--- src/rtl/core/s16fr_pkg.sv ---
// Shared types and constants of the sum16 frame receiver.
// No dependencies; used through scoped names by all modules but the input stage.
`default_nettype none

package s16fr_pkg;

  // Frame byte codes
  localparam logic [7:0] START_CODE       = 8'h3A;
  localparam logic [7:0] CMD_OPERATION    = 8'h52;
  localparam logic [7:0] BATTERY_LOW_CODE = 8'h40;

  // Frame position of the first captured data byte, and capture depth
  localparam logic [7:0] CAP_FIRST_POS = 8'd5;
  localparam logic [7:0] CAP_LAST_POS  = 8'd10;
  localparam int         CAP_DEPTH     = 6;

  // Fixed frame positions
  localparam logic [7:0] POS_COMMAND = 8'd3;
  localparam logic [7:0] POS_LENGTH  = 8'd4;

  typedef enum logic [1:0] {
    STATUS_DECODED  = 2'd0,
    STATUS_OTHER    = 2'd1,
    STATUS_CSUM_ERR = 2'd2,
    STATUS_SIZE_ERR = 2'd3
  } status_t;

  typedef enum logic {
    PH_HUNT  = 1'b0,
    PH_FRAME = 1'b1
  } phase_t;

  typedef struct packed {
    status_t     frame_status;
    logic [7:0]  command_code;
    logic        battery_low;
    logic [15:0] current_tenths;
    logic [15:0] wheel_period_ms;
    logic [7:0]  fault_code;
  } result_t;

endpackage

`default_nettype wire

--- src/rtl/core/sum16_frame_receiver_decoder.sv ---
// Sum16 frame receiver: takes serial bytes one per transfer, hunts for the start
// code 0x3A, checks a 16-bit additive sum and emits one result per frame. It
// accepts a byte in every cycle while results are taken; the byte that ends the
// frame passes the input register and its result is then loaded into the result
// register. Rate is set only by the result register: while a result waits
// untaken, the input register takes at most one more byte and then holds it
// until the result is taken. Frames longer than MAX_FRAME bytes end early with a
// size error at the length byte. Depends on s16fr_pkg and the stage modules.
`default_nettype none

module sum16_frame_receiver_decoder #(
  parameter int MAX_FRAME = 64
) (
  input  wire logic        clk,
  input  wire logic        rst_n,
  input  wire logic        in_valid,
  output logic             in_ready,
  input  wire logic [7:0]  in_rx_byte,
  output logic             out_valid,
  input  wire logic        out_ready,
  output logic [1:0]       out_frame_status,
  output logic [7:0]       out_command_code,
  output logic             out_battery_low,
  output logic [15:0]      out_current_tenths,
  output logic [15:0]      out_wheel_period_ms,
  output logic [7:0]       out_fault_code
);

  logic               byte_vld;
  logic [7:0]         byte_q;
  logic               out_free;
  logic               advance;
  logic               res_valid;
  s16fr_pkg::result_t res;
  s16fr_pkg::result_t res_q;

  // Byte moves into the parser when the result side can take its outcome
  assign advance = byte_vld && out_free;

  s16fr_in_stage u_in (
    .clk        (clk),
    .rst_n      (rst_n),
    .in_valid   (in_valid),
    .in_ready   (in_ready),
    .in_rx_byte (in_rx_byte),
    .advance_i  (advance),
    .vld_o      (byte_vld),
    .byte_o     (byte_q)
  );

  s16fr_parser #(
    .MAX_FRAME (MAX_FRAME)
  ) u_parser (
    .clk         (clk),
    .rst_n       (rst_n),
    .step_i      (advance),
    .byte_i      (byte_q),
    .res_valid_o (res_valid),
    .res_o       (res)
  );

  s16fr_out_stage u_out (
    .clk       (clk),
    .rst_n     (rst_n),
    .load_i    (res_valid),
    .res_i     (res),
    .free_o    (out_free),
    .out_valid (out_valid),
    .out_ready (out_ready),
    .res_o     (res_q)
  );

  // Result fields onto the ports
  assign out_frame_status    = res_q.frame_status;
  assign out_command_code    = res_q.command_code;
  assign out_battery_low     = res_q.battery_low;
  assign out_current_tenths  = res_q.current_tenths;
  assign out_wheel_period_ms = res_q.wheel_period_ms;
  assign out_fault_code      = res_q.fault_code;

endmodule

`default_nettype wire

--- src/rtl/core/s16fr_in_stage.sv ---
// Input register of the sum16 frame receiver: holds one received byte.
// Depends on nothing but the advance strobe from the top level.
`default_nettype none

module s16fr_in_stage (
  input  wire logic       clk,
  input  wire logic       rst_n,
  input  wire logic       in_valid,
  output logic            in_ready,
  input  wire logic [7:0] in_rx_byte,
  input  wire logic       advance_i,
  output logic            vld_o,
  output logic [7:0]      byte_o
);

  logic       vld_r;
  logic       vld_nxt;
  logic [7:0] byte_r;

  // Free when empty or when the held byte moves on this cycle
  assign in_ready = !vld_r || advance_i;

  always_comb begin
    vld_nxt = vld_r;
    if (in_valid && in_ready) begin
      vld_nxt = 1'b1;
    end else if (advance_i) begin
      vld_nxt = 1'b0;
    end
  end

  always_ff @(posedge clk) begin
    if (!rst_n) begin
      vld_r <= 1'b0;
    end else begin
      vld_r <= vld_nxt;
    end
  end

  // Byte register, loaded on each transfer
  always_ff @(posedge clk) begin
    if (in_valid && in_ready) begin
      byte_r <= in_rx_byte;
    end
  end

  assign vld_o  = vld_r;
  assign byte_o = byte_r;

endmodule

`default_nettype wire

--- src/rtl/core/s16fr_parser.sv ---
// Frame parser: hunt state, position counter, running sum and data capture.
// Depends on s16fr_pkg; produces at most one result per stepped byte.
`default_nettype none

module s16fr_parser #(
  parameter int MAX_FRAME = 64
) (
  input  wire logic       clk,
  input  wire logic       rst_n,
  input  wire logic       step_i,
  input  wire logic [7:0] byte_i,
  output logic            res_valid_o,
  output s16fr_pkg::result_t res_o
);

  localparam int         MaxLenInt = MAX_FRAME - 9;
  localparam logic [7:0] MaxLen    = 8'(MaxLenInt);

  s16fr_pkg::phase_t phase_r, phase_nxt;
  logic [7:0]  idx_r, idx_nxt;
  logic [7:0]  len_r, len_nxt;
  logic [7:0]  cmd_r, cmd_nxt;
  logic [15:0] sum_r, sum_nxt;
  logic [15:0] rsum_r, rsum_nxt;
  logic [7:0]  cap_r   [s16fr_pkg::CAP_DEPTH];
  logic [7:0]  cap_nxt [s16fr_pkg::CAP_DEPTH];

  logic [7:0] n_eff;
  logic [8:0] pos9;
  logic [8:0] n9;
  logic       start_hit;
  logic       size_err;
  logic       frame_end;
  logic       in_cap;
  logic [2:0] cap_idx;

  // Frame decode conditions for the byte at hand
  assign n_eff     = (idx_r == s16fr_pkg::POS_LENGTH) ? byte_i : len_r;
  assign pos9      = {1'b0, idx_r};
  assign n9        = {1'b0, n_eff};
  assign start_hit = (phase_r == s16fr_pkg::PH_HUNT) && (byte_i == s16fr_pkg::START_CODE);
  assign size_err  = (phase_r == s16fr_pkg::PH_FRAME) &&
                     (idx_r == s16fr_pkg::POS_LENGTH) && (byte_i > MaxLen);
  assign frame_end = (phase_r == s16fr_pkg::PH_FRAME) && !size_err &&
                     (pos9 >= n9 + 9'd8);
  assign in_cap    = (idx_r >= s16fr_pkg::CAP_FIRST_POS) &&
                     (idx_r <= s16fr_pkg::CAP_LAST_POS);
  assign cap_idx   = 3'(idx_r - s16fr_pkg::CAP_FIRST_POS);

  // Next phase
  always_comb begin
    phase_nxt = phase_r;
    unique case (phase_r)
      s16fr_pkg::PH_HUNT: begin
        if (step_i && start_hit) begin
          phase_nxt = s16fr_pkg::PH_FRAME;
        end
      end
      s16fr_pkg::PH_FRAME: begin
        if (step_i && (size_err || frame_end)) begin
          phase_nxt = s16fr_pkg::PH_HUNT;
        end
      end
      default: phase_nxt = s16fr_pkg::PH_HUNT;
    endcase
  end

  // Counter, length, command, sums and capture
  always_comb begin
    idx_nxt  = idx_r;
    len_nxt  = len_r;
    cmd_nxt  = cmd_r;
    sum_nxt  = sum_r;
    rsum_nxt = rsum_r;
    cap_nxt  = cap_r;
    if (step_i) begin
      if (phase_r == s16fr_pkg::PH_HUNT) begin
        if (start_hit) begin
          idx_nxt  = 8'd1;
          len_nxt  = 8'd0;
          cmd_nxt  = 8'd0;
          sum_nxt  = 16'd0;
          rsum_nxt = 16'd0;
          for (int i = 0; i < s16fr_pkg::CAP_DEPTH; i++) begin
            cap_nxt[i] = 8'd0;
          end
        end
      end else begin
        if (in_cap) begin
          cap_nxt[cap_idx] = byte_i;
        end
        if (idx_r == s16fr_pkg::POS_COMMAND) begin
          cmd_nxt = byte_i;
        end
        if (idx_r == s16fr_pkg::POS_LENGTH) begin
          len_nxt = byte_i;
        end
        // Sum over bytes 1..4+N, then the received sum low byte first
        priority if (pos9 >= 9'd1 && pos9 <= n9 + 9'd4) begin
          sum_nxt = sum_r + {8'd0, byte_i};
        end else if (pos9 == n9 + 9'd5) begin
          rsum_nxt = {rsum_r[15:8], byte_i};
        end else if (pos9 == n9 + 9'd6) begin
          rsum_nxt = {byte_i, rsum_r[7:0]};
        end else begin
          rsum_nxt = rsum_r;
        end
        if (size_err || frame_end) begin
          idx_nxt = 8'd0;
        end else begin
          idx_nxt = idx_r + 8'd1;
        end
      end
    end
  end

  // Result for the byte at hand
  always_comb begin
    res_valid_o = step_i && (size_err || frame_end);
    res_o       = '0;
    if (size_err) begin
      res_o.frame_status = s16fr_pkg::STATUS_SIZE_ERR;
    end else if (sum_nxt != rsum_nxt) begin
      res_o.frame_status = s16fr_pkg::STATUS_CSUM_ERR;
      res_o.command_code = cmd_nxt;
    end else if (cmd_nxt == s16fr_pkg::CMD_OPERATION) begin
      res_o.frame_status    = s16fr_pkg::STATUS_DECODED;
      res_o.command_code    = cmd_nxt;
      res_o.battery_low     = (cap_nxt[0] == s16fr_pkg::BATTERY_LOW_CODE);
      res_o.current_tenths  = {cap_nxt[2], cap_nxt[1]};
      res_o.wheel_period_ms = {cap_nxt[4], cap_nxt[3]};
      res_o.fault_code      = cap_nxt[5];
    end else begin
      res_o.frame_status = s16fr_pkg::STATUS_OTHER;
      res_o.command_code = cmd_nxt;
    end
  end

  // Control state
  always_ff @(posedge clk) begin
    if (!rst_n) begin
      phase_r <= s16fr_pkg::PH_HUNT;
      idx_r   <= 8'd0;
    end else begin
      phase_r <= phase_nxt;
      idx_r   <= idx_nxt;
    end
  end

  // Frame data, all set at each start code
  always_ff @(posedge clk) begin
    len_r  <= len_nxt;
    cmd_r  <= cmd_nxt;
    sum_r  <= sum_nxt;
    rsum_r <= rsum_nxt;
    cap_r  <= cap_nxt;
  end

endmodule

`default_nettype wire

--- src/rtl/core/s16fr_out_stage.sv ---
// Result register of the sum16 frame receiver with valid/ready output.
// Depends on s16fr_pkg for the result type.
`default_nettype none

module s16fr_out_stage (
  input  wire logic        clk,
  input  wire logic        rst_n,
  input  wire logic        load_i,
  input  wire s16fr_pkg::result_t res_i,
  output logic             free_o,
  output logic             out_valid,
  input  wire logic        out_ready,
  output s16fr_pkg::result_t res_o
);

  logic               vld_r;
  logic               vld_nxt;
  s16fr_pkg::result_t res_r;

  // Can take a new result when empty or when drained this cycle
  assign free_o = !vld_r || out_ready;

  always_comb begin
    vld_nxt = vld_r;
    if (load_i) begin
      vld_nxt = 1'b1;
    end else if (out_ready) begin
      vld_nxt = 1'b0;
    end
  end

  always_ff @(posedge clk) begin
    if (!rst_n) begin
      vld_r <= 1'b0;
    end else begin
      vld_r <= vld_nxt;
    end
  end

  always_ff @(posedge clk) begin
    if (load_i) begin
      res_r <= res_i;
    end
  end

  assign out_valid = vld_r;
  assign res_o     = res_r;

endmodule

`default_nettype wire

--- config.mk ---
export PLATFORM = sky130hd
export DESIGN_NAME = sum16_frame_receiver_decoder
export DESIGN_NICKNAME = d
export VERILOG_FILES = /design/src/rtl/core/s16fr_pkg.sv /design/src/rtl/core/sum16_frame_receiver_decoder.sv /design/src/rtl/core/s16fr_in_stage.sv /design/src/rtl/core/s16fr_parser.sv /design/src/rtl/core/s16fr_out_stage.sv
export SDC_FILE = /design/constraint.sdc
export NUM_CORES = 1
export LEC_CHECK = 0
export ABC_AREA = 1
export ABC_CLOCK_PERIOD_IN_PS = 6800
export BUFFER_PORTS_ARGS = -buffer_cell sky130_fd_sc_hd__buf_2
export CAP_MARGIN = 10
export CORE_MARGIN = 5
export CORE_UTILIZATION = 50
export DETAILED_ROUTE_END_ITERATION = 6
export GPL_TIMING_DRIVEN = 0
export PLACE_DENSITY = 0.68
export SLEW_MARGIN = 20
export SYNTH_ARGS = -nofsm -noshare
export SYNTH_HDL_FRONTEND = slang
export SYNTH_SLANG_ARGS = --single-unit
--- constraint.sdc ---
create_clock -name clk -period 6.8 [get_ports clk]
set_input_delay 0.68 -clock clk [delete_from_list [all_inputs] [get_ports clk]]
set_output_delay 0.68 -clock clk [all_outputs]
set_load 0.01 [all_outputs]
# Yosys cells after proc, flatten, opt, wreduce, memory -nomap -nowiden
# Cells that the tools add are included.
# word_totals
ff_bits,166
in_bits,12
out_inout_bits,53
wordCells,108
# op_classes
mux,36
eq_ne,8
add_sub_neg,7
bitwise,3
n_reduce_logical,24
order_cmp,8
# ops
cell,count
$mux W48,4
$mux W16,10
$mux W8,11
$bwmux W48,1
$add A8 B3 Y9 const B,3
$demux W8 S3,1
$eq A8 B9 Y1,2
$mux W9,2
$add A16 B8 Y16,1
$eq A8 B7 Y1 const B,2
$ne A16 B16 Y1,1
$logic_and A1 B1 Y1,12
$add A8 B4 Y9 const B,1
$ge A8 B9 Y1,1
$le A8 B9 Y1,1
$add A8 B1 Y8 const B,1
$eq A8 B2 Y1 const B,1
$eq A8 B3 Y1 const B,1
$eq A8 B6 Y1 const B,1
$ge A8 B1 Y1 const B,1
$ge A8 B3 Y1 const B,1
$gt A8 B6 Y1 const B,1
$le A8 B4 Y1 const B,1
$mux W1,6
other kinds (12),19

# Longest topological paths before layout
# logic_depth
depth_word,11
mapped_depth,36
ltp_nobuf,35

# Hierarchy
# Synthesis repeated with hierarchy kept, for this count alone.
# unflattened
cells_unflattened,1104
hier_area_um2,8832.2
# by_module_without_submodules
mod,n_inst,cells_each,area_per_inst_um2,seq_area_each_um2
s16fr_parser,1,1030,6955.4,2182.1
s16fr_out_stage,1,57,1577.8,1551.5
s16fr_in_stage,1,15,291.5,260.2
sum16_frame_receiver_decoder,1,2,7.5,0.0

# Worst setup path before layout
# OpenSTA, ideal clock, no wires.
# synth_timing
path_type,register to register
startpoint,reg u_parser.idx_r[0]
endpoint,"reg u_out.res_r (netlist bit u_out.res_o[0]), enable pin"
path_buffers,0
path_slack_ps,1618
t_required_ps,6336
path_stages_with_launch,21
setup_ps,464
arrival_time_ps,4717
synth_period_minus_slack_ps,5182
path_cell_list,dfxtp_1 > inv_1 > ha_1 > nand3_4 > nor2_8 > nand2_1 > nand2_1 > inv_2 > ha_1 > inv_1 > nor2_1 > nor2_1 > o21ai_0 > a221oi_1 > o21ai_0 > a21oi_1 > nand2_1 > nand3_1 > nand2_1 > inv_1 > nor2_1
# synth_between
elab_cells_between_ends,11
cone_classes,1 x add/sub; 1 x order compare; 1 x eq/ne; 1 x mux; 7 x reduce/logical
# synth_lines
element,line,source
from (decl),s16fr_parser.sv:20,"logic [7:0] idx_r, idx_nxt;"
from (signal assigned),s16fr_parser.sv:146,idx_r <= idx_nxt;
$eq A8 B3 Y1,s16fr_parser.sv:38,assign n_eff = (idx_r == s16fr_pkg::POS_LENGTH) ? byte_i : len_r;
$mux W8,s16fr_parser.sv:38,
net u_parser.n_eff[1],s16fr_parser.sv:28,logic [7:0] n_eff;
$add A8 B4 Y9,s16fr_parser.sv:45,(pos9 >= n9 + 9'd8);
$ge A8 B9 Y1,s16fr_parser.sv:45,
$logic_and A1 B1 Y1,s16fr_parser.sv:44,assign frame_end = (phase_r == s16fr_pkg::PH_FRAME) && !size_err &&
$logic_or A1 B1 Y1,s16fr_parser.sv:119,res_valid_o = step_i && (size_err || frame_end);
$logic_and A1 B1 Y1,s16fr_parser.sv:119,
net res_valid,sum16_frame_receiver_decoder.sv:33,logic res_valid;
to (signal assigned),s16fr_out_stage.sv:42,res_r <= res_i;
to (decl),s16fr_out_stage.sv:18,s16fr_pkg::result_t res_r;
# The timed path passes the listed nets, and every way through them passes these cells.
# A chain may end at the register's enable or synchronous reset.

# Worst setup path in the final report
# layout_timing
startpoint,reg u_parser.idx_r[0]
endpoint,reg u_out.res_r (netlist bit u_out.res_o[3]) (data pin)
# layout_between
elab_chain_len,11
elab_cells_between_ends,42
cone_classes,4 x add/sub; 6 x order compare; 6 x eq/ne; 18 x mux; 2 x bitwise; 6 x reduce/logical
# layout_lines
element
"parallel branches: the longest is 11 deep, another holds $add A8 B3 Y9"
# Several ways; the timed one is not identified.

==> summary.txt <==
Run status
  • Result of the run: complete, no violations

Detailed routing
  • Number of vias in the routed layout: 7,420
  • Met2 wire len: 10,300 µm
  • Drt via density: 5.24
  • Highest metal layer used by the detailed router: met4
  • Metal3 WL: 1800 µm
  • Post-detailed-routing wire length: 23,000 µm
  • First drt pass iteration count: 6
  • Final ANT Viol Nets: 0
  • Routed len/inst: 16.2 µm
  • 1st-iter DRT viols: 604
  • Total DRC errors in the routed layout: 0
  • Wire length on met1: 10,400 µm

CTS
  • Deepest clock path buffer count: 2
  • Buffers inserted during post-CTS setup optimization: 0
  • Clock root buffer: sky130_fd_sc_hd__clkbuf_16
  • Number of buffers inserted for hold repair after clock tree synthesis: 0
  • H-tree depth: 4
  • Post-CTS clock slew at the launch and capture registers of the worst setup and hold paths: 0.07 ns
  • Clock tree from TritonCTS: done
  • Num Clock Sinks: 166
  • Insertion delay of the later-clocked pin in the worst-skew pair: 0.44 ns
  • Total clock buffers created by CTS: 17
  • Quantity of gates resized following cts: 0

Setup path
  • Cell mode on critical path: sky130_fd_sc_hd__nand2_1
  • Startpoint Class: flip-flop
  • Slowest Stage Delay on Critical Path: 0.35 ns
  • Required @ worst endpoint: 7.09 ns
  • Critical Path AT: 5.66 ns
  • Slowest CP cell: sky130_fd_sc_hd__dfxtp_1
  • Worst setup path class: reg -> reg
  • Crit path buf inv count: 5
  • Nature of the critical path endpoint: flip-flop
  • Category of cells accounting for the largest share of critical-path delay: simple AND/OR/NAND/NOR gates
  • Critical path peak fanout: 10

Cells and area
  • Most used cells in the layout excluding fill and tap cells: sky130_fd_sc_hd__nand2_1, sky130_fd_sc_hd__inv_1, sky130_fd_sc_hd__dfxtp_1
  • Final standard cell area without fillers: 0.00999 mm²
  • Total area of multi-input combinational cells: 0.00388 mm²
  • FF+latch area: 0.00399 mm²
  • Most frequent standard cell in the layout excluding fill and tap cells: sky130_fd_sc_hd__nand2_1
  • Net count, final: 1,216
  • Final antenna diode count: 0
  • Final core occ: 58.2%
  • Synth-to-layout area growth: 14.8%
  • Filler cell count: 1,599
  • Fraction of layout instances using a drive strength above 1: 16.3%

STA
  • Fraction of the cycle the final worst path needs: 78.9%
  • Slew @ Worst Pin: 0.718 ns
  • Unrepaired setup endpoints after global routing: no
  • Worst rel slew slack: 52.2%
  • Largest clock skew in the final design: 0.0120 ns
  • Final worst setup slack: 1.44 ns
  • Final hold violation count: 0
  • Pins Over Slew Limit: 0
  • Maximum clock frequency: 186 MHz
  • Min Hold Slack: 0.415 ns
  • Setup violation total in the final timing report: 0
  • Minimum period implied by the final worst setup slack: 5.36 ns

GRT
  • Pin count of the biggest net entering global routing: 23
  • Initial antenna violation count: 0
  • Aggregate global routing overflow: 0
  • Global-route total usage across every layer: 23.3%
  • Vias in the first global route: 6,855
  • Global-route wire length before repair: 36,300 µm

Yosys
  • Post-synth EDFFs: 67
  • Cell types occupying the most area after synthesis: sky130_fd_sc_hd__edfxtp_1, sky130_fd_sc_hd__dfxtp_1, sky130_fd_sc_hd__nand2_1, sky130_fd_sc_hd__inv_1, sky130_fd_sc_hd__nand3_1
  • Average footprint of a synthesized cell: 7.97 µm²
  • Share of flip-flops with an asynchronous set or reset after synthesis: 0%
  • Portion of the post-synthesis area used by sequential elements: 45.9%
  • Yosys top cell by area: sky130_fd_sc_hd__edfxtp_1
  • Total of warnings raised by yosys: 0
  • Synth top area share: 23.1%
  • Cell variety after synth: 45
  • Commonest register cell after synthesis: sky130_fd_sc_hd__dfxtp_1
  • Post-synth design cell area: 0.00870 mm²
  • Synthesized net count: 1,131
  • Count of state elements after synthesis: 166
  • Synthesized netlist cell count: 1,092

Floorplanning
  • Vertical extent of the die: 142 µm
  • Horizontal die dimension: 142 µm
  • Core Footprint: 0.0172 mm²
  • Row cnt: 48
  • Starting density of the core: 50.7%
  • Top-Level Pins: 65
  • DIE AREA: 0.0201 mm²

Placement
  • Cell Area, Placed: 0.00937 mm²
  • Setup Slack @ Placement: 1.53 ns
  • I/O Buffers: 64
  • Global placement routability congestion: 0.962
  • Dpl hpwl: 16,600 µm

Worst hold path
  • Hold WC Path Type: in -> reg

Pwr
  • Static leakage power: 4.62 nW
  • Share of power burned in the clock network: 45.5%
  • PD cells: 223 mW/mm²
  • Switch share: 26.1%
  • Seq pwr share: 48.1%
  • Net switching power: 0.000582 W
  • P_int: 0.00165 W
  • Part of the power in combinational logic: 6.4%
  • Peak ir drop on the vdd network: 0.000183 V
  • Overall Power: 0.00223 W

Flow run
  • Number of max-cap violations: 0
[cell type report]
| type | count | area share, % |
|---|---|---|
| Sequential cell | 166 | 40.0 |
| Multi-Input combinational cell | 721 | 38.8 |
| Inverter | 180 | 6.84 |
| Clock buffer | 18 | 4.51 |
| Timing Repair Buffer | 66 | 3.76 |
| Tap cell | 225 | 2.82 |
| Clock inverter | 14 | 1.73 |
| Buffer | 25 | 1.53 |
[synth_stat cells (all sizes together) (3+ instances only)]
library cell / number
a21oi: 45
a22oi: 35
a31o: 4
a32oi: 3
buf: 14
clkbuf: 11
dfxtp: 99
edfxtp: 67
ha: 26
inv: 178
nand2: 276
nand3: 76
nand3b: 3
nand4: 15
nor2: 138
nor3: 6
nor4: 3
o211ai: 10
o21a: 7
o21ai: 43
o22ai: 7
xnor2: 3
xor2: 13
[power groups by stage]
stage                     Combinational, W  Clock, W  Sequential, W
after CTS                         0.000140   0.00103        0.00107
final                             0.000142   0.00101        0.00107
after global routing              0.000157   0.00107        0.00107
after detailed placement          0.000139         0        0.00110
after global placement            0.000138         0        0.00109
after floorplan                   0.000103         0        0.00108
[routing by layer]
metal | vias up | global-route usage [%]
li1 | 3736 | -
met1 | 3426 | 32.2
met2 | 223 | 36.0
met3 | 35 | 5.76
met4 | 0 | 7.98
met5 | - | 0
[stage by stage]
stage | instances | TNS [ns]
CTS | 1415 | 0
finish | 1415 | 0
global placement | 1381 | -13.56
global route | 1415 | 0
detailed placement | 1383 | 0
floorplan | 1092 | 0
[cells by family (layout without fill, tap and decap cells)]
family / Yosys count / after routing / synth area share [%]
AO/OA/AOI/OAI: 159 / 159 / 11.3
XOR/XNOR: 16 / 16 / 1.61
adder cells (fa/ha/maj): 27 / 27 / 3.97
buffers and inverters: 205 / 303 / 9.60
flip-flops: 166 / 166 / 45.9
AND/OR/NAND/NOR: 519 / 519 / 27.6
[sequential cells by signal, summed over array words and instances (netlist names)]
| name | count |
|---|---|
| u_in.byte_o | 8 |
| u_in.vld_o | 1 |
| u_out.out_valid | 1 |
| u_out.res_o | 51 |
| u_parser.cap_r | 48 |
| u_parser.cmd_r | 8 |
| u_parser.idx_r | 8 |
| u_parser.len_r | 8 |
| u_parser.phase_r | 1 |
| u_parser.rsum_r | 16 |
| u_parser.sum_r | 16 |
[worst paths after layout]
path	startpoint	to	slack, ns	cells after the start
worst max-delay path	u_parser.idx_r[0]	u_out.res_o[3]	1.44	35
worst max register to register	u_parser.idx_r[0]	u_out.res_o[3]	1.44	35
worst min-delay path	in_rx_byte[6]	u_in.byte_o[6]	0.42	1
worst min register to register	u_parser.cap_r[40]	u_parser.cap_r[40]	0.46	2
No activity file was read; power rests on OpenSTA's default activity.
